### config.mk
export PLATFORM = sky130hd
export DESIGN_NAME = text_to_unsigned_parser_flat
export DESIGN_NICKNAME = d
export VERILOG_FILES = /design/src/rtl/ttu_pkg.sv /design/src/rtl/ttu_if.sv /design/src/rtl/ttu_mac.sv /design/src/rtl/ttu_parse.sv /design/src/rtl/text_to_unsigned_parser.sv /design/src/flat_wrapper.sv
export SDC_FILE = /design/constraint.sdc
export NUM_CORES = 2
export LEC_CHECK = 0
export CAP_MARGIN = 20
export CORE_MARGIN = 5
export CORE_UTILIZATION = 52
export DETAILED_ROUTE_END_ITERATION = 16
export DONT_BUFFER_PORTS = 1
export GPL_TIMING_DRIVEN = 0
export PLACE_DENSITY = 0.75
export SETUP_SLACK_MARGIN = 0.4
export SLEW_MARGIN = 20
export SYNTH_ARGS = -nofsm -noshare
export SYNTH_HDL_FRONTEND = slang
export SYNTH_SLANG_ARGS = --single-unit
### constraint.sdc
create_clock -name clk -period 9.9 [get_ports clk]
set_input_delay 1.98 -clock clk [delete_from_list [all_inputs] [get_ports clk]]
set_output_delay 1.98 -clock clk [all_outputs]
set_load 0.05 [all_outputs]
### src/rtl/ttu_pkg.sv
// Shared types, constants and a helper function for the text-to-unsigned parser.
// No dependencies; every other file of the block imports this package.
package ttu_pkg;

  // Working width of the accumulator and saturation limit of the position count.
  localparam int VALUE_BITS     = 64;
  localparam int POSITION_LIMIT = 4095;

  // Fixed field widths on the ports.
  localparam int CHAR_W  = 8;
  localparam int BASE_W  = 6;
  localparam int VALUE_W = 64;
  localparam int END_W   = 12;

  // Position counter is wide enough for the limit and for the output field.
  localparam int POS_BITS = $clog2(POSITION_LIMIT + 1);
  localparam int POS_W    = (POS_BITS > END_W) ? POS_BITS : END_W;

  // Radix codes.
  localparam logic [BASE_W-1:0] BASE_AUTO = 6'd0;
  localparam logic [BASE_W-1:0] BASE_ONE  = 6'd1;
  localparam logic [BASE_W-1:0] BASE_OCT  = 6'd8;
  localparam logic [BASE_W-1:0] BASE_DEC  = 6'd10;
  localparam logic [BASE_W-1:0] BASE_HEX  = 6'd16;
  localparam logic [BASE_W-1:0] BASE_MAX  = 6'd36;

  localparam logic [BASE_W-1:0] NOT_A_DIGIT = '1;

  // Character codes.
  localparam logic [CHAR_W-1:0] CH_TAB   = 8'h09;
  localparam logic [CHAR_W-1:0] CH_CR    = 8'h0D;
  localparam logic [CHAR_W-1:0] CH_SPACE = 8'h20;
  localparam logic [CHAR_W-1:0] CH_PLUS  = 8'h2B;
  localparam logic [CHAR_W-1:0] CH_MINUS = 8'h2D;
  localparam logic [CHAR_W-1:0] CH_0     = 8'h30;
  localparam logic [CHAR_W-1:0] CH_9     = 8'h39;
  localparam logic [CHAR_W-1:0] CH_UA    = 8'h41;
  localparam logic [CHAR_W-1:0] CH_UX    = 8'h58;
  localparam logic [CHAR_W-1:0] CH_UZ    = 8'h5A;
  localparam logic [CHAR_W-1:0] CH_LA    = 8'h61;
  localparam logic [CHAR_W-1:0] CH_LX    = 8'h78;
  localparam logic [CHAR_W-1:0] CH_LZ    = 8'h7A;

  localparam logic [CHAR_W-1:0] ALPHA_OFS = 8'd10;

  typedef struct packed {
    logic [VALUE_W-1:0] value;
    logic [END_W-1:0]   end_position;
    logic               converted;
    logic               overflowed;
    logic               bad_base;
  } res_t;

  // Digit value of a character in any radix up to 36, or NOT_A_DIGIT.
  function automatic logic [BASE_W-1:0] digit_of(input logic [CHAR_W-1:0] c);
    logic [BASE_W-1:0] d;
    d = NOT_A_DIGIT;
    if (c >= CH_0 && c <= CH_9) begin
      d = BASE_W'(c - CH_0);
    end else if (c >= CH_LA && c <= CH_LZ) begin
      d = BASE_W'(c - CH_LA + ALPHA_OFS);
    end else if (c >= CH_UA && c <= CH_UZ) begin
      d = BASE_W'(c - CH_UA + ALPHA_OFS);
    end
    return d;
  endfunction

endpackage

### src/rtl/ttu_if.sv
// Handshake channel interfaces for the parser: character input, result output
// and base register write. Depends on ttu_pkg for field widths and types.
interface ttu_in_if import ttu_pkg::*; ();
  logic              valid;
  logic              ready;
  logic [CHAR_W-1:0] character;
  logic              first_char;

  modport source (output valid, output character, output first_char, input ready);
  modport sink   (input valid, input character, input first_char, output ready);
endinterface

interface ttu_out_if import ttu_pkg::*; ();
  logic               valid;
  logic               ready;
  logic [VALUE_W-1:0] value;
  logic [END_W-1:0]   end_position;
  logic               converted;
  logic               overflowed;
  logic               bad_base;

  modport source (output valid, output value, output end_position, output converted,
                  output overflowed, output bad_base, input ready);
  modport sink   (input valid, input value, input end_position, input converted,
                  input overflowed, input bad_base, output ready);
endinterface

interface ttu_cfg_if import ttu_pkg::*; ();
  logic              valid;
  logic              ready;
  logic [BASE_W-1:0] number_base;

  modport source (output valid, output number_base, input ready);
  modport sink   (input valid, input number_base, output ready);
endinterface

### src/rtl/ttu_mac.sv
// Multiply-accumulate of the running value by the radix plus one digit.
// Depends on ttu_pkg for widths; purely combinational.
module ttu_mac import ttu_pkg::*; (
  input  logic [VALUE_BITS-1:0] acc,
  input  logic [BASE_W-1:0]     base,
  input  logic [BASE_W-1:0]     digit,
  output logic [VALUE_BITS-1:0] sum,
  output logic                  carry_out
);

  localparam int PROD_W = VALUE_BITS + BASE_W;

  logic [PROD_W-1:0] prod;

  // Any bit above the working width means the true value no longer fits.
  assign prod      = PROD_W'(acc) * PROD_W'(base) + PROD_W'(digit);
  assign sum       = prod[VALUE_BITS-1:0];
  assign carry_out = |prod[PROD_W-1:VALUE_BITS];

endmodule

### src/rtl/ttu_parse.sv
// Parse state machine: whitespace, sign, prefix and digit phases, one character
// per step. Depends on ttu_pkg and instantiates ttu_mac.
module ttu_parse import ttu_pkg::*; (
  input  logic              clk,
  input  logic              rst_n,
  input  logic              step,
  input  logic [CHAR_W-1:0] character,
  input  logic              first_char,
  input  logic [BASE_W-1:0] cfg_base,
  output logic              emit,
  output res_t              res
);

  localparam logic [2:0] PH_IDLE   = 3'd0;
  localparam logic [2:0] PH_SPACE  = 3'd1;
  localparam logic [2:0] PH_PREFIX = 3'd2;
  localparam logic [2:0] PH_ZERO   = 3'd3;
  localparam logic [2:0] PH_DIGITS = 3'd4;

  logic [2:0]            phase_r, phase_nxt;
  logic [VALUE_BITS-1:0] acc_r, acc_nxt;
  logic [BASE_W-1:0]     base_r, base_nxt;
  logic                  neg_r, neg_nxt;
  logic                  ovf_r, ovf_nxt;
  logic                  any_r, any_nxt;
  logic [POS_W-1:0]      pos_r, pos_nxt;

  // State after the leading phases of this character, before digit handling.
  logic [2:0]            ph_a;
  logic [VALUE_BITS-1:0] acc_a;
  logic [BASE_W-1:0]     base_a;
  logic                  neg_a;
  logic                  ovf_a;
  logic                  any_a;
  logic [POS_W-1:0]      pos_a;
  logic                  do_prefix;
  logic                  do_digit;
  logic                  bad_first;

  logic [BASE_W-1:0]     digit;
  logic                  take;
  logic [VALUE_BITS-1:0] mac_sum;
  logic                  mac_ovf;
  logic [VALUE_BITS-1:0] neg_acc;

  function automatic logic [POS_W-1:0] sat_inc(input logic [POS_W-1:0] p);
    return (p < POS_W'(POSITION_LIMIT)) ? p + POS_W'(1) : p;
  endfunction

  always_comb begin
    ph_a      = phase_r;
    acc_a     = acc_r;
    base_a    = base_r;
    neg_a     = neg_r;
    ovf_a     = ovf_r;
    any_a     = any_r;
    pos_a     = pos_r;
    do_prefix = 1'b0;
    do_digit  = 1'b0;
    bad_first = 1'b0;

    if (first_char) begin
      acc_a  = '0;
      neg_a  = 1'b0;
      ovf_a  = 1'b0;
      any_a  = 1'b0;
      pos_a  = '0;
      base_a = cfg_base;
      if (cfg_base == BASE_ONE || cfg_base > BASE_MAX) begin
        ph_a      = PH_IDLE;
        bad_first = 1'b1;
      end else begin
        ph_a = PH_SPACE;
      end
    end

    if (!bad_first) begin
      case (ph_a)
        PH_SPACE: begin
          if (character == CH_SPACE || character inside {[CH_TAB:CH_CR]}) begin
            pos_a = sat_inc(pos_a);
          end else if (character == CH_MINUS || character == CH_PLUS) begin
            neg_a = (character == CH_MINUS);
            pos_a = sat_inc(pos_a);
            ph_a  = PH_PREFIX;
          end else begin
            do_prefix = 1'b1;
          end
        end
        PH_PREFIX: begin
          do_prefix = 1'b1;
        end
        PH_ZERO: begin
          if (character == CH_LX || character == CH_UX) begin
            base_a = BASE_HEX;
            pos_a  = sat_inc(pos_a);
            ph_a   = PH_DIGITS;
          end else begin
            // In hex the lone zero counts as a converted digit; in auto mode it
            // selects octal and is only consumed.
            if (base_a == BASE_HEX) begin
              any_a = 1'b1;
              acc_a = '0;
            end else begin
              base_a = BASE_OCT;
            end
            ph_a     = PH_DIGITS;
            do_digit = 1'b1;
          end
        end
        PH_DIGITS: begin
          do_digit = 1'b1;
        end
        default: begin
        end
      endcase
    end

    if (do_prefix) begin
      if (character == CH_0 && (base_a == BASE_AUTO || base_a == BASE_HEX)) begin
        pos_a = sat_inc(pos_a);
        ph_a  = PH_ZERO;
      end else begin
        if (base_a == BASE_AUTO) begin
          base_a = BASE_DEC;
        end
        ph_a     = PH_DIGITS;
        do_digit = 1'b1;
      end
    end
  end

  assign digit   = digit_of(character);
  assign take    = do_digit && (digit < base_a);
  assign neg_acc = VALUE_BITS'(0) - acc_a;

  ttu_mac u_mac (
    .acc       (acc_a),
    .base      (base_a),
    .digit     (digit),
    .sum       (mac_sum),
    .carry_out (mac_ovf)
  );

  always_comb begin
    phase_nxt = ph_a;
    acc_nxt   = acc_a;
    base_nxt  = base_a;
    neg_nxt   = neg_a;
    ovf_nxt   = ovf_a;
    any_nxt   = any_a;
    pos_nxt   = pos_a;
    emit      = 1'b0;
    res       = '0;

    if (bad_first) begin
      emit         = 1'b1;
      res.bad_base = 1'b1;
    end else if (take) begin
      ovf_nxt = ovf_a | mac_ovf;
      acc_nxt = mac_sum;
      any_nxt = 1'b1;
      pos_nxt = sat_inc(pos_a);
    end else if (do_digit) begin
      // The first character that is not a digit closes the string.
      phase_nxt = PH_IDLE;
      emit      = 1'b1;
      if (any_a) begin
        res.converted    = 1'b1;
        res.end_position = pos_a[END_W-1:0];
        if (ovf_a) begin
          res.overflowed = 1'b1;
          res.value      = VALUE_W'({VALUE_BITS{1'b1}});
        end else if (neg_a) begin
          res.value = VALUE_W'(neg_acc);
        end else begin
          res.value = VALUE_W'(acc_a);
        end
      end
    end
  end

  always_ff @(posedge clk) begin
    if (!rst_n) begin
      phase_r <= PH_IDLE;
      acc_r   <= '0;
      base_r  <= '0;
      neg_r   <= 1'b0;
      ovf_r   <= 1'b0;
      any_r   <= 1'b0;
      pos_r   <= '0;
    end else if (step) begin
      phase_r <= phase_nxt;
      acc_r   <= acc_nxt;
      base_r  <= base_nxt;
      neg_r   <= neg_nxt;
      ovf_r   <= ovf_nxt;
      any_r   <= any_nxt;
      pos_r   <= pos_nxt;
    end
  end

endmodule

### src/rtl/text_to_unsigned_parser.sv
// Streaming text-to-unsigned converter. One character is taken per transfer and
// the block sustains one transfer per cycle while the result channel is not
// stalled. A result passes from its closing character through the input register,
// then the parse step and the result register. The clock period is set by the
// combinational multiply-accumulate of the 64-bit running value by the radix. The base
// register is sampled when a string starts and may be written at any time with no wait cycles.
module text_to_unsigned_parser import ttu_pkg::*; (
  input logic       clk,
  input logic       rst_n,
  ttu_in_if.sink    in_ch,
  ttu_out_if.source out_ch,
  ttu_cfg_if.sink   cfg_ch
);

  logic              in_valid_r;
  logic [CHAR_W-1:0] char_r;
  logic              first_r;
  logic [BASE_W-1:0] number_base_r;
  logic              out_valid_r;
  res_t              res_r;

  logic step;
  logic emit;
  res_t res;

  // The parse step runs when a character is held and the result register is free or being emptied.
  assign step         = in_valid_r && (!out_valid_r || out_ch.ready);
  assign in_ch.ready  = !in_valid_r || step;
  assign cfg_ch.ready = 1'b1;

  always_ff @(posedge clk) begin
    if (!rst_n) begin
      in_valid_r <= 1'b0;
    end else if (in_ch.ready) begin
      in_valid_r <= in_ch.valid;
    end
  end

  always_ff @(posedge clk) begin
    if (in_ch.valid && in_ch.ready) begin
      char_r  <= in_ch.character;
      first_r <= in_ch.first_char;
    end
  end

  always_ff @(posedge clk) begin
    if (!rst_n) begin
      number_base_r <= BASE_AUTO;
    end else if (cfg_ch.valid) begin
      number_base_r <= cfg_ch.number_base;
    end
  end

  ttu_parse u_parse (
    .clk        (clk),
    .rst_n      (rst_n),
    .step       (step),
    .character  (char_r),
    .first_char (first_r),
    .cfg_base   (number_base_r),
    .emit       (emit),
    .res        (res)
  );

  always_ff @(posedge clk) begin
    if (!rst_n) begin
      out_valid_r <= 1'b0;
    end else if (step && emit) begin
      out_valid_r <= 1'b1;
    end else if (out_ch.ready) begin
      out_valid_r <= 1'b0;
    end
  end

  always_ff @(posedge clk) begin
    if (step && emit) begin
      res_r <= res;
    end
  end

  assign out_ch.valid        = out_valid_r;
  assign out_ch.value        = res_r.value;
  assign out_ch.end_position = res_r.end_position;
  assign out_ch.converted    = res_r.converted;
  assign out_ch.overflowed   = res_r.overflowed;
  assign out_ch.bad_base     = res_r.bad_base;

  // A held character must survive a stalled result register.
  a_no_drop: assert property (@(posedge clk) disable iff (!rst_n)
    in_valid_r && out_valid_r && !out_ch.ready |=> in_valid_r && $stable(char_r))
    else $error("pending character lost while the result was stalled");

  a_bad_base_empty: assert property (@(posedge clk) disable iff (!rst_n)
    out_valid_r && res_r.bad_base |->
      !res_r.converted && !res_r.overflowed && res_r.value == '0 &&
      res_r.end_position == '0)
    else $error("bad base result carries data");

  a_overflow_ones: assert property (@(posedge clk) disable iff (!rst_n)
    out_valid_r && res_r.overflowed |->
      res_r.converted && res_r.value == VALUE_W'({VALUE_BITS{1'b1}}))
    else $error("overflow result is not all ones");

  a_unconverted_zero: assert property (@(posedge clk) disable iff (!rst_n)
    out_valid_r && !res_r.converted |-> res_r.value == '0 && res_r.end_position == '0)
    else $error("unconverted result is not zero");

endmodule

### src/flat_wrapper.sv
// flat-port wrapper written by rule: the top's interface ports become plain ports
module text_to_unsigned_parser_flat import ttu_pkg::*;
  (clk, rst_n, in_ch_valid, in_ch_character, in_ch_first_char, in_ch_ready, out_ch_valid, out_ch_value, out_ch_end_position, out_ch_converted, out_ch_overflowed, out_ch_bad_base, out_ch_ready, cfg_ch_valid, cfg_ch_number_base, cfg_ch_ready);
  ttu_in_if in_ch_i ();
  ttu_out_if out_ch_i ();
  ttu_cfg_if cfg_ch_i ();
  input logic clk;
  input logic rst_n;
  input wire logic [$bits(in_ch_i.valid)-1:0] in_ch_valid;
  input wire logic [$bits(in_ch_i.character)-1:0] in_ch_character;
  input wire logic [$bits(in_ch_i.first_char)-1:0] in_ch_first_char;
  output wire logic [$bits(in_ch_i.ready)-1:0] in_ch_ready;
  output wire logic [$bits(out_ch_i.valid)-1:0] out_ch_valid;
  output wire logic [$bits(out_ch_i.value)-1:0] out_ch_value;
  output wire logic [$bits(out_ch_i.end_position)-1:0] out_ch_end_position;
  output wire logic [$bits(out_ch_i.converted)-1:0] out_ch_converted;
  output wire logic [$bits(out_ch_i.overflowed)-1:0] out_ch_overflowed;
  output wire logic [$bits(out_ch_i.bad_base)-1:0] out_ch_bad_base;
  input wire logic [$bits(out_ch_i.ready)-1:0] out_ch_ready;
  input wire logic [$bits(cfg_ch_i.valid)-1:0] cfg_ch_valid;
  input wire logic [$bits(cfg_ch_i.number_base)-1:0] cfg_ch_number_base;
  output wire logic [$bits(cfg_ch_i.ready)-1:0] cfg_ch_ready;
  assign in_ch_i.valid = in_ch_valid;
  assign in_ch_i.character = in_ch_character;
  assign in_ch_i.first_char = in_ch_first_char;
  assign in_ch_ready = in_ch_i.ready;
  assign out_ch_valid = out_ch_i.valid;
  assign out_ch_value = out_ch_i.value;
  assign out_ch_end_position = out_ch_i.end_position;
  assign out_ch_converted = out_ch_i.converted;
  assign out_ch_overflowed = out_ch_i.overflowed;
  assign out_ch_bad_base = out_ch_i.bad_base;
  assign out_ch_i.ready = out_ch_ready;
  assign cfg_ch_i.valid = cfg_ch_valid;
  assign cfg_ch_i.number_base = cfg_ch_number_base;
  assign cfg_ch_ready = cfg_ch_i.ready;
  text_to_unsigned_parser u_core (.clk(clk), .rst_n(rst_n), .in_ch(in_ch_i), .out_ch(out_ch_i), .cfg_ch(cfg_ch_i));
endmodule
==> out/results.tsv <==
metric	value	unit
CTS tree	done	
Die Span Y	221.7	um
initial antenna violation count	6	
Commonest cells post-synth	328 x nor2_1, 270 x and2_1, 252 x fa_1	
yosys warns	0	
Port Buf Inserts	0	
clock skew	0.01883	ns
largest net degree at the start of global routing	28	
Power Density	73.66	nW/um^2
H-tree levels	4	
class of the worst hold path	flop to flop	
R2R cell count	32	
min cycle time layout	9.257	ns
Clk Tree Root Cell	clkbuf_16	
CP Class	flop to flop	
Peak VDD IR	0.1500	mV
area grow syn2layout	7.039	%
Syn Area/Cell	8.695	um^2
startpoint types	flop	
peak fanout along the critical path	10	
sequential share of power	46.4	%
HPWL Detailed	62370	um
share of cells above drive strength 1	5.317	%
grt met3 use	10.90	%
Comb pwr share	14.8	%
CTS max path bufs	2	
clk sink count	184	
Mapped Area	23300	um^2
f_max	108.0	MHz
Post-Syn Nets	3114	
Netlist cell types	100	
status	complete, no violations	
GR peak layer	met2	
first-pass GRT wire length	124000	um
Total Wirelength	80540	um
Starting Density	52.58	%
top cell type's share of synthesized area	21.65	%
Critical Path Max Stage Delay	0.53	ns
row cnt	77	
count leader, synth	nor2_1	
placer congestion estimate	1.007	
post-synthesis register bit count	184	
Vias per Instance	6.500	
vias in the first global route	21290	
Pleak	11.32	nW
final setup violation count	0	
most used flip-flop cell after synthesis	dfxtp_1	
DR WL/cell	24.25	um
worst skew pair latency	0.51	ns
grt total ovfl	0	
Final TNS setup	0	ns
P_sw	0.6244	mW
DIE WIDTH	221.7	um
Detail Route Antenna Nets	0	
CP endpoint kind	flop	
drt pass-1 iters	9	
max-slew violation count	0	
RSZ-0062 raised after global routing	true	
sequential-to-total area share from yosys stat	19.59	%
Clock Power Share	38.8	%
worst hold stages	2	
final net count	3148	
Num CTS Buffers	17	
Crit path required time	10.33	ns
num ports	102	
die area	49150	um^2
P_int	1.213	mW
Arrival @ worst endpoint	9.69	ns
Power Total	1.837	mW
grt met2 use	48.08	%
WHS	0.4844	ns
Storage cell area	4564	um^2
Relative slew margins	25.10	%
period utilization	93.51	%
CP max stage cell	fa_1	
Post-synth EDFFs	88	
# DRC	0	
met1 usage	41.75	%
number of fill cells	3962	
maxcap violations	0	
multi-input logic area	17850	um^2
DRT iter0 DRCs	2679	
hold_buf cts	0	
async set-reset flop share out of synthesis	0	%
Vias	21590	
Hold Fails Final Rpt	0	
Worst Tran Pin Value	1.115	ns
synthesized instance count	2680	
Sw Share	33.98	%
Area contributors post-synth	fa_1 22%, edfxtp_1 11%, ha_1 8.7%	
GRT Total Usage	32.16	%
Synth area leader	fa_1	
Worst-path clk slew	0.08	ns
CORE AREA	44320	um^2
[worst max-delay path: cells and delay by family, from the launching register on]
family	cells	cell delay (ns)
AO/OA/AOI/OAI	10	2.26
adder cells (fa/ha/maj)	6	2.35
buffers and inverters	7	1.93
flip-flops	1	0.50
AND/OR/NAND/NOR	9	2.13
[metal layers]
metal / vias to the layer above / wire length (um)
met5: - / 27
met4: 4 / 4636
met3: 307 / 10440
met2: 1497 / 34750
met1: 10400 / 30690
li1: 9380 / -
[final timing paths]
kind / start / to / slack (ns)
max: u_core.char_r[1] / u_core.u_parse.acc_r[53] / 0.64
min: u_core.u_parse.any_r / u_core.u_parse.any_r / 0.48
min reg2reg: u_core.u_parse.any_r / u_core.u_parse.any_r / 0.48
max reg2reg: u_core.char_r[1] / u_core.u_parse.acc_r[53] / 0.64
[power groups by stage]
stage	registers, mW	clock network (mW)	logic (mW)
2_1_floorplan	0.867	0	0.153
3_3_place_gp	0.873	0	0.240
3_5_place_dp	0.869	0	0.252
4_1_cts	0.852	0.721	0.254
5_1_grt	0.853	0.745	0.283
6_report	0.852	0.713	0.272
[logic make-up (layout without fill, tap and decap cells)]
kind of cell    count (synthesis)  in the layout  synth area share (%)
simple gates                 1083           1083                 23.59
fa+ha+maj                     414            414                 30.35
other cells                     1              3               0.01609
compound gates                589            589                 16.44
mux                            28             28                 1.262
xor+xnor                      118            118                 4.435
flops                         184            184                 19.59
buf+inv                       263            310                 4.322
[area by class of cell]
cell class	count	area share, %
flip-flops and latches	184	18.30
well taps	592	2.970
clock buffers	19	1.736
multi-input cells	2233	71.55
repair buffers	15	0.7223
clock inverters	13	0.5618
diodes	2	0.02006
inverters	86	1.294
plain buffers	177	2.849
[what timing repair did]
item / 4_1_cts / 5_1_grt
pin swaps: 2 / 3
gates resized for setup: 17 / 37
setup buffers: 2 / 8
endpoints found under the setup margin: 34 / 22
[state kept, by name, indices dropped and copies added (netlist names), 3 cells and up]
| name | cells |
|---|---|
| u_core.out_ch.end_position | 12 |
| u_core.u_parse.acc_r | 64 |
| u_core.u_parse.phase_r | 3 |
| u_core.u_parse.pos_r | 12 |
| u_core.number_base_r | 6 |
| u_core.out_ch.value | 64 |
| u_core.char_r | 8 |
| u_core.u_parse.base_r | 6 |
[layout by cell type, fill, tap and decap left out, types with 13 or more instances in the layout]
cell type,instances
nor2_1,323
and2_1,270
fa_1,252
nand2_1,202
a21oi_1,171
ha_1,162
clkbuf_1,149
o21ai_0,126
dfxtp_1,96
edfxtp_1,88
inv_1,85
xnor2_1,64
a21o_1,58
xor2_1,54
a22oi_1,52
nand3_1,45
nor3_1,45
nand4_1,32
nor2b_1,27
nor4_1,21
a31oi_1,21
or3_1,20
o21bai_1,18
nand2b_1,18
mux2i_1,17
clkbuf_16,17
clkbuf_2,15
and3_1,14
a221oi_1,14
or2_2,14
a211oi_1,13
[per-stage QoR]
step | util, % | instance area, um^2 | setup WS, ns | cells
global route | 56.27 | 24940 | 0.3199 | 3319
finish | 56.28 | 24940 | 0.6425 | 3321
CTS | 55.99 | 24810 | 0.4439 | 3311
detailed placement | 54.55 | 24170 | -1.142 | 3277
global placement | 54.25 | 24040 | -1.475 | 3272
floorplan | - | 23300 | 1.884 | 2680
Power figures use the tool's default switching activity.
